===== config.mk =====
export PLATFORM = sky130hd
export DESIGN_NAME = mrev_ctrl
export DESIGN_NICKNAME = d
export VERILOG_FILES = /design/src/hw/rtl/mrev_pkg.sv /design/src/hw/rtl/mrev_ctrl.sv
export SDC_FILE = /design/constraint.sdc
export NUM_CORES = 1
export LEC_CHECK = 0
export BUFFER_PORTS_ARGS = -buffer_cell sky130_fd_sc_hd__buf_2
export CELL_PAD_IN_SITES_DETAIL_PLACEMENT = 0
export CELL_PAD_IN_SITES_GLOBAL_PLACEMENT = 1
export CORE_AREA = 5 5 42 44
export CTS_CLUSTER_DIAMETER = 150
export DETAILED_ROUTE_END_ITERATION = 10
export DIE_AREA = 0 0 47 49
export HOLD_SLACK_MARGIN = 0.1
export PLACE_DENSITY = 0.58
export SYNTH_ARGS = -nofsm -noshare
export SYNTH_HDL_FRONTEND = slang
export SYNTH_SLANG_ARGS = --single-unit

===== constraint.sdc =====
create_clock -name aclk -period 1.7 [get_ports aclk]
set_input_delay 0.425 -clock aclk [delete_from_list [all_inputs] [get_ports aclk]]
set_output_delay 0.425 -clock aclk [all_outputs]
set_load 0.03 [all_outputs]

===== src/hw/rtl/mrev_pkg.sv =====
// Shared types, constants and gain tables for the moorer_reverb block.
// No dependencies.
package mrev_pkg;

    localparam int SAMPLE_BITS = 16;
    localparam int WIDE_W      = SAMPLE_BITS + 4;
    localparam int LP_W        = SAMPLE_BITS + 8;
    localparam int SUM_W       = WIDE_W + 3;
    localparam int COMB_MAX    = 6;
    localparam int COMB_IDX_W  = 3;
    localparam int CFG_IDX_W   = 2;
    localparam int MUL_A_W     = 25;
    localparam int MUL_B_W     = 18;
    localparam int PROD_W      = MUL_A_W + MUL_B_W;
    localparam int UNITY       = 32768;
    localparam int AP_MS       = 6;
    localparam int WET_W       = 16;
    localparam int APG_W       = 15;

    localparam logic [WET_W-1:0] WET_RESET = 16'd32768;
    localparam logic [APG_W-1:0] APG_RESET = 15'd13107;

    localparam int unsigned COMB_MS [COMB_MAX] = '{50, 56, 61, 68, 72, 78};
    localparam logic [15:0] COMB_G [COMB_MAX] =
        '{16'd15073, 16'd15729, 16'd16384, 16'd17039, 16'd17367, 16'd18022};
    localparam logic [15:0] LP_G [COMB_MAX] =
        '{16'd4856, 16'd4584, 16'd4424, 16'd4312, 16'd4040, 16'd5685};

    typedef struct packed {
        logic signed [SAMPLE_BITS-1:0] sample_in;
        logic                          block_last;
    } in_t;

    typedef struct packed {
        logic signed [SAMPLE_BITS-1:0] sample_out;
        logic                          block_last_out;
    } out_t;

    typedef enum logic [CFG_IDX_W-1:0] {
        CFG_WET_MIX = 2'd0,
        CFG_AP_GAIN = 2'd1
    } cfg_idx_t;

    typedef enum logic [3:0] {
        ST_CLEAR, ST_IDLE, ST_C_RD, ST_C_WR, ST_C_UPD,
        ST_A_RD, ST_A_WR, ST_A_MIX, ST_MIX2, ST_OUT
    } state_t;

    typedef enum logic [3:0] {
        OP_NOP, OP_CLEAR, OP_LOAD, OP_C_RD, OP_C_WR, OP_C_UPD,
        OP_A_RD, OP_A_WR, OP_A_MIX, OP_MIX2, OP_OUT
    } op_t;

    typedef struct packed {
        op_t op;
    } cmd_t;

    typedef struct packed {
        logic clr_done;
        logic comb_last;
        logic out_busy;
    } status_t;

endpackage


===== src/hw/rtl/mrev_ctrl.sv =====
// Sequencer for moorer_reverb: clearing pass, comb, allpass, mix and output steps.
// Depends on mrev_pkg.
module mrev_ctrl (
    input  logic              aclk,
    input  logic              aresetn,
    input  logic              s_valid,
    output logic              s_ready,
    input  mrev_pkg::status_t sts,
    output mrev_pkg::cmd_t    cmd
);

    mrev_pkg::state_t state_reg, state_next;

    always_ff @(posedge aclk) begin
        if (!aresetn) begin
            state_reg <= mrev_pkg::ST_CLEAR;
        end else begin
            state_reg <= state_next;
        end
    end

    always_comb begin
        state_next = state_reg;
        cmd.op     = mrev_pkg::OP_NOP;
        s_ready    = 1'b0;
        unique case (state_reg)
            mrev_pkg::ST_CLEAR: begin
                cmd.op = mrev_pkg::OP_CLEAR;
                if (sts.clr_done) state_next = mrev_pkg::ST_IDLE;
            end
            mrev_pkg::ST_IDLE: begin
                s_ready = 1'b1;
                if (s_valid) begin
                    cmd.op     = mrev_pkg::OP_LOAD;
                    state_next = mrev_pkg::ST_C_RD;
                end
            end
            mrev_pkg::ST_C_RD: begin
                cmd.op     = mrev_pkg::OP_C_RD;
                state_next = mrev_pkg::ST_C_WR;
            end
            mrev_pkg::ST_C_WR: begin
                cmd.op     = mrev_pkg::OP_C_WR;
                state_next = mrev_pkg::ST_C_UPD;
            end
            mrev_pkg::ST_C_UPD: begin
                cmd.op     = mrev_pkg::OP_C_UPD;
                state_next = sts.comb_last ? mrev_pkg::ST_A_RD : mrev_pkg::ST_C_RD;
            end
            mrev_pkg::ST_A_RD: begin
                cmd.op     = mrev_pkg::OP_A_RD;
                state_next = mrev_pkg::ST_A_WR;
            end
            mrev_pkg::ST_A_WR: begin
                cmd.op     = mrev_pkg::OP_A_WR;
                state_next = mrev_pkg::ST_A_MIX;
            end
            mrev_pkg::ST_A_MIX: begin
                cmd.op     = mrev_pkg::OP_A_MIX;
                state_next = mrev_pkg::ST_MIX2;
            end
            mrev_pkg::ST_MIX2: begin
                cmd.op     = mrev_pkg::OP_MIX2;
                state_next = mrev_pkg::ST_OUT;
            end
            mrev_pkg::ST_OUT: begin
                if (!sts.out_busy) begin
                    cmd.op     = mrev_pkg::OP_OUT;
                    state_next = mrev_pkg::ST_IDLE;
                end
            end
            default: begin
                state_next = mrev_pkg::ST_IDLE;
            end
        endcase
    end

endmodule


==> impl_metrics.env, run 1 <==
export IMPL_status="completed"
export IMPL_finalPower_w=0.0003529
export IMPL_syn_to_final_growth_pct=37.21
export IMPL_grt_pass1_vias=318
export IMPL_finalCriticalPeriod_ns=1.636
export IMPL_rsz0062_at_grt="false"
export IMPL_yosysWarnings=0
export IMPL_hp_class="in -> reg"
export IMPL_clk_pin_slew_ns=0.04
export IMPL_r2r_slack_ns=0.52
export IMPL_fin_cells=67
export IMPL_via_per_inst=4.925
export IMPL_portBuffers=10
export IMPL_post_cts_setup_buffers=0
export IMPL_finalSetupTns_ns=0
export IMPL_clk_insertion_delay_late_ns=0.24
export IMPL_cp_required_ns=1.27
export IMPL_largest_reg_flops=4
export IMPL_hold_viol=0
export IMPL_routedWlPerCell_um=11.45
export IMPL_drt_total_wl_um=767
export IMPL_critPathBufInv=1
export IMPL_ioPinCount=11
export IMPL_syn_avg_cell_area_um2=8.277
export IMPL_drtIter0Drc=6
export IMPL_via_count=330
export IMPL_core_area_um2=1401
export IMPL_nets=59
export IMPL_max_stage_delay_ns=0.37
export IMPL_crit_chain="or2_4, nor3_2, clkbuf_4"
export IMPL_reg2reg_depth=3
export IMPL_slew_violations=0
export IMPL_cts_buffers=3
export IMPL_layout_common_cells="buf_2, buf_4, nor2_1, clkbuf_4"
export IMPL_end_kind="output port"
export IMPL_ys_ff_latch=4
export IMPL_place_gp_congestion=0.6923
export IMPL_leakagePower_nw=0.1907
export IMPL_dieArea_um2=2303
export IMPL_synth_top_area_share_pct=24.81
export IMPL_syn_area_um2=322.8
export IMPL_die_h_um=49
export IMPL_cts_buffer_depth=2
export IMPL_antenna_found_initial=0
export IMPL_path_max_fanout=10
export IMPL_setup_viol_count_final=0
export IMPL_cts_htree_levels=1
export IMPL_dp_cells=64
export IMPL_fillers=171
export IMPL_track_usage_pct=7.947
export IMPL_drv_cap=0
export IMPL_cp_arrival_ns=1.21
export IMPL_layout_commonest_cell="buf_2"
export IMPL_path_delay_family="simple AND/OR/NAND/NOR gates"
export IMPL_die_width_um=47
export IMPL_finalCritPeriodShare_pct=96.22
export IMPL_initial_utilization_pct=23.04
export IMPL_num_antenna_cells=0
export IMPL_hold_ws_ns=0.4501
export IMPL_gr_total_overflow=0
export IMPL_relSlewSlack_pct=79.20
export IMPL_worst_setup_path_start_kind="register"
export IMPL_hold_path_depth=3
export IMPL_ant_nets=0
export IMPL_num_rows=14
export IMPL_ys_seq_area_share_pct=24.81
export IMPL_root_buffer="clkbuf_4"
export IMPL_hpwl_um=591.5
export IMPL_grt_first_pass_wirelength_um=1297
export IMPL_drc=0
export IMPL_layout_setup_ws_ns=0.06419
export IMPL_worst_path_max_delay_cell="dfxtp_4"
export IMPL_drive_above_1_share_pct=54.90
export IMPL_worst_slew_pin_slew_ns=0.3041
export IMPL_yosysUniqueCellTypes=24
export IMPL_synth_fp_nets=45
export IMPL_cts_tree="built"
export IMPL_critPathKind="reg -> out"
export IMPL_max_freq_ghz=0.6113
export IMPL_powerDensity_nw_per_um2=796.6
export IMPL_peakVddDrop_v=0.0002473
export IMPL_dpl_worst_slack_ns=0.09938
export IMPL_grt_max_degree=11
export IMPL_cp_depth=3
export IMPL_syn_inst=39
export IMPL_first_pass_iters=4
export IMPL_clock_sinks=4
export IMPL_synth_area_leaders="dfxtp_1, o41ai_4, nor2_1, buf_4, o21bai_1"
export IMPL_synth_top_cell_by_area="dfxtp_1"
export IMPL_skew_ns=0.002826
[metal layers]
layer / global-route usage [%] / wire (µm) / share of wire, %
met5: 0 / 0 / 0
met4: 4.147 / 10 / 1.3
met3: 4.428 / 28 / 3.7
met2: 10.63 / 375 / 49
met1: 9.847 / 353 / 46
[worst min-delay path: stages]
cell and delay, ns:
buf_2 0.13, o41ai_4 0.05, a2111oi_0 0.04
[where the power goes]
group / total, W / switching, W / leakage, nW / internal (W)
registers: 0.000118 / 0.0000169 / 0.0352 / 0.000101
clock network: 0.000120 / 0.0000410 / 0.0138 / 0.0000791
logic: 0.000115 / 0.0000618 / 0.142 / 0.0000533
[final cells by class]
cell class	count	area (µm²)	share of cell area (%)
Multi-Input combinational cell	30	224.0	50.56
Sequential cell	4	92.59	20.90
Timing Repair Buffer	13	80.08	18.08
Clock buffer	3	22.52	5.085
Tap cell	16	20.02	4.520
Inverter	1	3.754	0.8475
[synth_stat cells]
master	count
a2111oi_0	1
a21oi_1	2
a31o_2	1
and2b_1	1
buf_2	1
buf_4	2
buf_6	1
dfxtp_1	4
inv_1	1
nand2_1	3
nand3_1	1
nand4b_1	1
nor2_1	5
nor3_1	2
o211a_1	1
o21a_1	1
o21ai_0	2
o21ba_2	1
o21bai_1	2
o22ai_1	1
o31ai_1	2
o41ai_4	1
or2_4	1
xor2_1	1
[timing repair]
item | CTS | global route
gates resized for setup | 5 | 9
hold buffers | 0 | 0
endpoints found under the setup margin | 5 | 4
[path summary, 6_finish.rpt]
kind | startpoint | endpoint
worst max-delay path | state_reg[1] | s_ready
worst min-delay path | aresetn | state_reg[1]
worst max register to register | state_reg[1] | state_reg[0]
worst min register to register | state_reg[0] | state_reg[1]
[cell families after synthesis]
kind of cell / synth area share [%]
xor gates and xnor gates: 2.714
and+or+nand+nor: 21.71
buffers and inverters: 10.85
DFF: 24.81
AOI/OAI and AO/OA: 39.92
[metrics by stage]
step	util, %	cell area (µm²)
final	31.61	442.9
after global routing	31.61	442.9
after CTS	30.27	424.2
after detailed placement	28.13	394.1
after global placement	28.13	394.1
after floorplan	-	332.8
(Power assumes the default switching activity.)
==> inputs of run 2 (changes only) <==
GPL_TIMING_DRIVEN = 0   (was default)
==> run 2 against run 1 <==
  * Clock skew is 0.0041 ns higher
  * Count of clock-buffer cells in the layout did not move
  * Utilization up 4.3 points
  * Flip-flop and latch count stayed put
  * Largest cell class unchanged
  * Highest routed layer unchanged
==> impl_metrics.env, run 2 (synthesis results as in run 1) <==
export IMPL_drc=0
export IMPL_grt_max_degree=11
export IMPL_antenna_found_initial=0
export IMPL_cts_buffers=3
export IMPL_relSlewSlack_pct=77.75
export IMPL_die_width_um=47
export IMPL_cp_required_ns=1.27
export IMPL_core_area_um2=1401
export IMPL_grt_pass1_vias=334
export IMPL_worst_slew_pin_slew_ns=0.3254
export IMPL_die_h_um=49
export IMPL_hold_viol=0
export IMPL_place_gp_congestion=0.7012
export IMPL_slew_violations=0
export IMPL_path_max_fanout=10
export IMPL_hp_class="in -> reg"
export IMPL_via_per_inst=4.750
export IMPL_fin_cells=72
export IMPL_leakagePower_nw=0.2228
export IMPL_num_rows=14
export IMPL_ioPinCount=11
export IMPL_cts_buffer_depth=2
export IMPL_skew_ns=0.006955
export IMPL_syn_to_final_growth_pct=55.81
export IMPL_dieArea_um2=2303
export IMPL_cts_tree="built"
export IMPL_first_pass_iters=2
export IMPL_routedWlPerCell_um=11.88
export IMPL_critPathKind="reg -> out"
export IMPL_num_antenna_cells=0
export IMPL_clock_sinks=4
export IMPL_grt_first_pass_wirelength_um=1414
export IMPL_dp_cells=65
export IMPL_finalSetupTns_ns=0
export IMPL_layout_common_cells="buf_4, buf_6, buf_2"
export IMPL_initial_utilization_pct=23.04
export IMPL_rsz0062_at_grt="true"
export IMPL_powerDensity_nw_per_um2=751.6
export IMPL_worst_setup_path_start_kind="register"
export IMPL_cts_htree_levels=1
export IMPL_cp_arrival_ns=1.25
export IMPL_multi_input_area_um2=232.7
export IMPL_nets=64
export IMPL_place_area_um2=402.9
export IMPL_drive_above_1_share_pct=60.71
export IMPL_setup_viol_count_final=0
export IMPL_layout_commonest_cell="buf_4"
export IMPL_fin_area_um2=503.0
export IMPL_drt_total_wl_um=855
export IMPL_track_usage_pct=8.797
export IMPL_root_buffer="clkbuf_4"
export IMPL_largest_reg_flops=4
export IMPL_finalCritPeriodShare_pct=98.61
export IMPL_finalCriticalPeriod_ns=1.676
export IMPL_end_kind="output port"
export IMPL_hold_ws_ns=0.4604
export IMPL_drtIter0Drc=7
export IMPL_fillers=156
export IMPL_status="completed"
export IMPL_max_freq_ghz=0.5965
export IMPL_post_route_util_pct=35.89
export IMPL_peakVddDrop_v=0.0003457
export IMPL_portBuffers=10
export IMPL_clk_pin_slew_ns=0.03
export IMPL_via_count=342
export IMPL_ant_nets=0
export IMPL_drv_cap=0
export IMPL_hpwl_um=624.1
export IMPL_gr_total_overflow=0
export IMPL_clk_insertion_delay_late_ns=0.24
export IMPL_register_area_um2=82.58
run 2: per-layer routing:
layer	vias to the layer above	routed length, µm	GRT usage, %
met5	-	0	0
met4	0	17	4.147
met3	2	44	5.535
met2	9	440	13.57
met1	155	353	8.991
li1	176	-	-
run 2: what timing repair did:
action | CTS | global route
setup buffers | 0 | 4
pin swaps | 1 | 2
hold buffers | 0 | 0
gates cloned | 0 | 0
gates resized for setup | 14 | 5
endpoints found under the setup margin | 5 | 5
run 2: path summary, 6_finish.rpt:
check	from	endpoint	slack [ns]	depth (start not counted)
setup / recovery	state_reg[2]	cmd[1]	0.02	5
hold / removal	aresetn	state_reg[3]	0.46	2
setup reg to reg	state_reg[2]	state_reg[0]	0.34	5
hold reg to reg	state_reg[2]	state_reg[2]	0.62	3
run 2: cell type report:
cell class / count / share of cell area [%]
clock buffers: 3 / 4.478
plain buffers: 4 / 8.955
multi-input cells: 30 / 46.27
well taps: 16 / 3.980
inverters: 1 / 0.7463
flip-flops and latches: 4 / 16.42
repair buffers: 14 / 19.15
run 2: per-stage QoR:
| step | total power (W) | setup WS [ns] |
|---|---|---|
| 2_1_floorplan | 0.0001989 | 0.07034 |
| 3_3_place_gp | 0.0002306 | 0.1040 |
| 3_5_place_dp | 0.0002313 | 0.07343 |
| 4_1_cts | 0.0003696 | 0.003149 |
| 5_1_grt | 0.0004007 | -0.01164 |
| 6_report | 0.0003781 | 0.02366 |
run 2: critical path, cell delays in order (launching register included):
cell     delay, ns
dfxtp_1       0.30
buf_6         0.13
o21ai_2       0.12
o31ai_2       0.08
o31ai_2       0.18
buf_4         0.20
run 2: power by group:
group | leakage (nW) | internal [W] | switching (W)
registers | 0.0334 | 0.000101 | 0.00000456
clock network | 0.0138 | 0.0000789 | 0.0000385
logic | 0.176 | 0.0000751 | 0.0000797
==> inputs of run 3 (changes only) <==
clock period = 2.2 ns   (was 1.7 ns; I/O delays follow)
==> run 3 against run 2 <==
  * Sequential share of layout area rose by 2.9 points
  * First-iteration DRC count decreased by 86%
  * Hold slack improved by 0.14 ns
  * Count of clock-buffer cells in the layout unchanged
  * Routed wire length shrank 8.8%
  * Combinational power decreased by 41%
  * Sequential power fell by 24%
  * Die area did not move
  * Via count fell by 4.7%
  * Highest routed layer is now met3
==> impl_metrics.env, run 3 (synthesis results as in run 1) <==
export IMPL_drt_total_wl_um=780
export IMPL_root_buffer="clkbuf_4"
export IMPL_hold_path_depth=3
export IMPL_syn_to_final_growth_pct=28.68
export IMPL_ant_nets=0
export IMPL_clock_sinks=4
export IMPL_intPower_w=0.0001754
export IMPL_cts_buffer_depth=2
export IMPL_hp_class="in -> reg"
export IMPL_path_max_fanout=10
export IMPL_num_rows=14
export IMPL_portBuffers=10
export IMPL_worst_setup_path_start_kind="register"
export IMPL_via_count=326
export IMPL_antenna_found_initial=0
export IMPL_grt_first_pass_wirelength_um=1297
export IMPL_reg2reg_depth=4
export IMPL_powerDensity_nw_per_um2=628.2
export IMPL_initial_utilization_pct=23.04
export IMPL_drc=0
export IMPL_clk_pin_slew_ns=0.04
export IMPL_first_pass_iters=4
export IMPL_status="completed"
export IMPL_place_gp_congestion=0.6582
export IMPL_die_h_um=49
export IMPL_worst_slew_pin_slew_ns=0.3552
export IMPL_hold_viol=0
export IMPL_finalCriticalPeriod_ns=1.915
export IMPL_fin_area_um2=415.4
export IMPL_end_kind="output port"
export IMPL_max_freq_ghz=0.5223
export IMPL_skew_ns=0.006487
export IMPL_gr_total_overflow=0
export IMPL_fillers=171
export IMPL_p_sw_w=0.00008555
export IMPL_pwr_share_comb_pct=35.0
export IMPL_clkPwrFrac_pct=34.0
export IMPL_place_area_um2=392.9
export IMPL_track_usage_pct=7.736
export IMPL_largest_reg_flops=4
export IMPL_relSlewSlack_pct=75.71
export IMPL_hpwl_um=568.3
export IMPL_die_width_um=47
export IMPL_post_cts_setup_buffers=0
export IMPL_drtIter0Drc=1
export IMPL_rsz0062_at_grt="false"
export IMPL_layout_common_cells="buf_2, nor2_1, dfxtp_1"
export IMPL_via_per_inst=4.794
export IMPL_routedWlPerCell_um=11.47
export IMPL_cts_buffers=3
export IMPL_cts_htree_levels=1
export IMPL_drive_above_1_share_pct=40.38
export IMPL_seqPwrFrac_pct=31.0
export IMPL_dieArea_um2=2303
export IMPL_grt_max_degree=11
export IMPL_grt_pass1_vias=314
export IMPL_nets=60
export IMPL_layout_commonest_cell="buf_2"
export IMPL_hold_buffers=0
export IMPL_clk_insertion_delay_late_ns=0.23
export IMPL_setup_viol_count_final=0
export IMPL_cp_required_ns=1.65
export IMPL_post_cts_resized=0
export IMPL_ioPinCount=11
export IMPL_num_antenna_cells=0
export IMPL_slew_violations=0
export IMPL_peakVddDrop_v=0.0003951
export IMPL_swShare_pct=32.78
export IMPL_finalSetupTns_ns=0
export IMPL_critPathKind="reg -> out"
export IMPL_leakagePower_nw=0.1909
export IMPL_drv_cap=0
export IMPL_post_route_util_pct=29.64
export IMPL_core_area_um2=1401
export IMPL_cts_tree="built"
export IMPL_finalCritPeriodShare_pct=87.03
export IMPL_cp_arrival_ns=1.36
==> run 3: cell count changes in the layout (fill, tap and decap cells not counted), sizes merged <==
cell  before  now
buf       18   14
==> run 3: worst max-delay path: stages, from the launching register on <==
cell and delay (ns):
dfxtp_1 0.28, buf_4 0.16, o21ai_0 0.18, o31ai_1 0.10, o31ai_1 0.19, buf_2 0.23
==> run 3: per-stage QoR <==
stage | cells | hold slack (ns) | worst slack [ns] | power, W
after floorplan | 39 | 0.5960 | 0.1290 | 0.0001500
final | 68 | 0.6022 | 0.2853 | 0.0002609
after detailed placement | 65 | 0.6269 | 0.3098 | 0.0001739
after global placement | 65 | 0.6371 | 0.3254 | 0.0001748
after CTS | 68 | 0.5948 | 0.2512 | 0.0002673
after global routing | 68 | 0.5917 | 0.09805 | 0.0002813
==> run 3: metal layers <==
metal  wire (µm)  global-route usage, %  share of wire, %
met5           0                      0                 0
met4           0                  1.382                 0
met3          84                  6.273                11
met2         296                  8.597                38
met1         399                  11.38                51
==> run 3: final timing paths <==
kind / slack [ns] / startpoint / end
worst max-delay path: 0.29 / state_reg[2] / cmd[1]
worst min-delay path: 0.60 / aresetn / state_reg[1]
worst max register to register: 0.97 / state_reg[1] / state_reg[0]
worst min register to register: 0.63 / state_reg[2] / state_reg[2]
==> run 3: layout make-up <==
class | instances | area, µm² | share of cell area, %
Inverter | 1 | 3.754 | 0.9036
Clock buffer | 3 | 22.52 | 5.422
Multi-Input combinational cell | 30 | 207.7 | 50.00
Timing Repair Buffer | 10 | 50.05 | 12.05
Sequential cell | 4 | 80.08 | 19.28
Tap cell | 16 | 20.02 | 4.819
Buffer | 4 | 31.28 | 7.530
==> run 3: power by group through the flow <==
| stage | registers [W] | clock network [W] | logic, W |
|---|---|---|---|
| global route | 0.0000812 | 0.000101 | 0.0000995 |
| finish | 0.0000808 | 0.0000888 | 0.0000913 |
| global placement | 0.0000820 | 0 | 0.0000927 |
| CTS | 0.0000808 | 0.0000940 | 0.0000924 |
| floorplan | 0.0000817 | 0 | 0.0000684 |
| detailed placement | 0.0000819 | 0 | 0.0000920 |
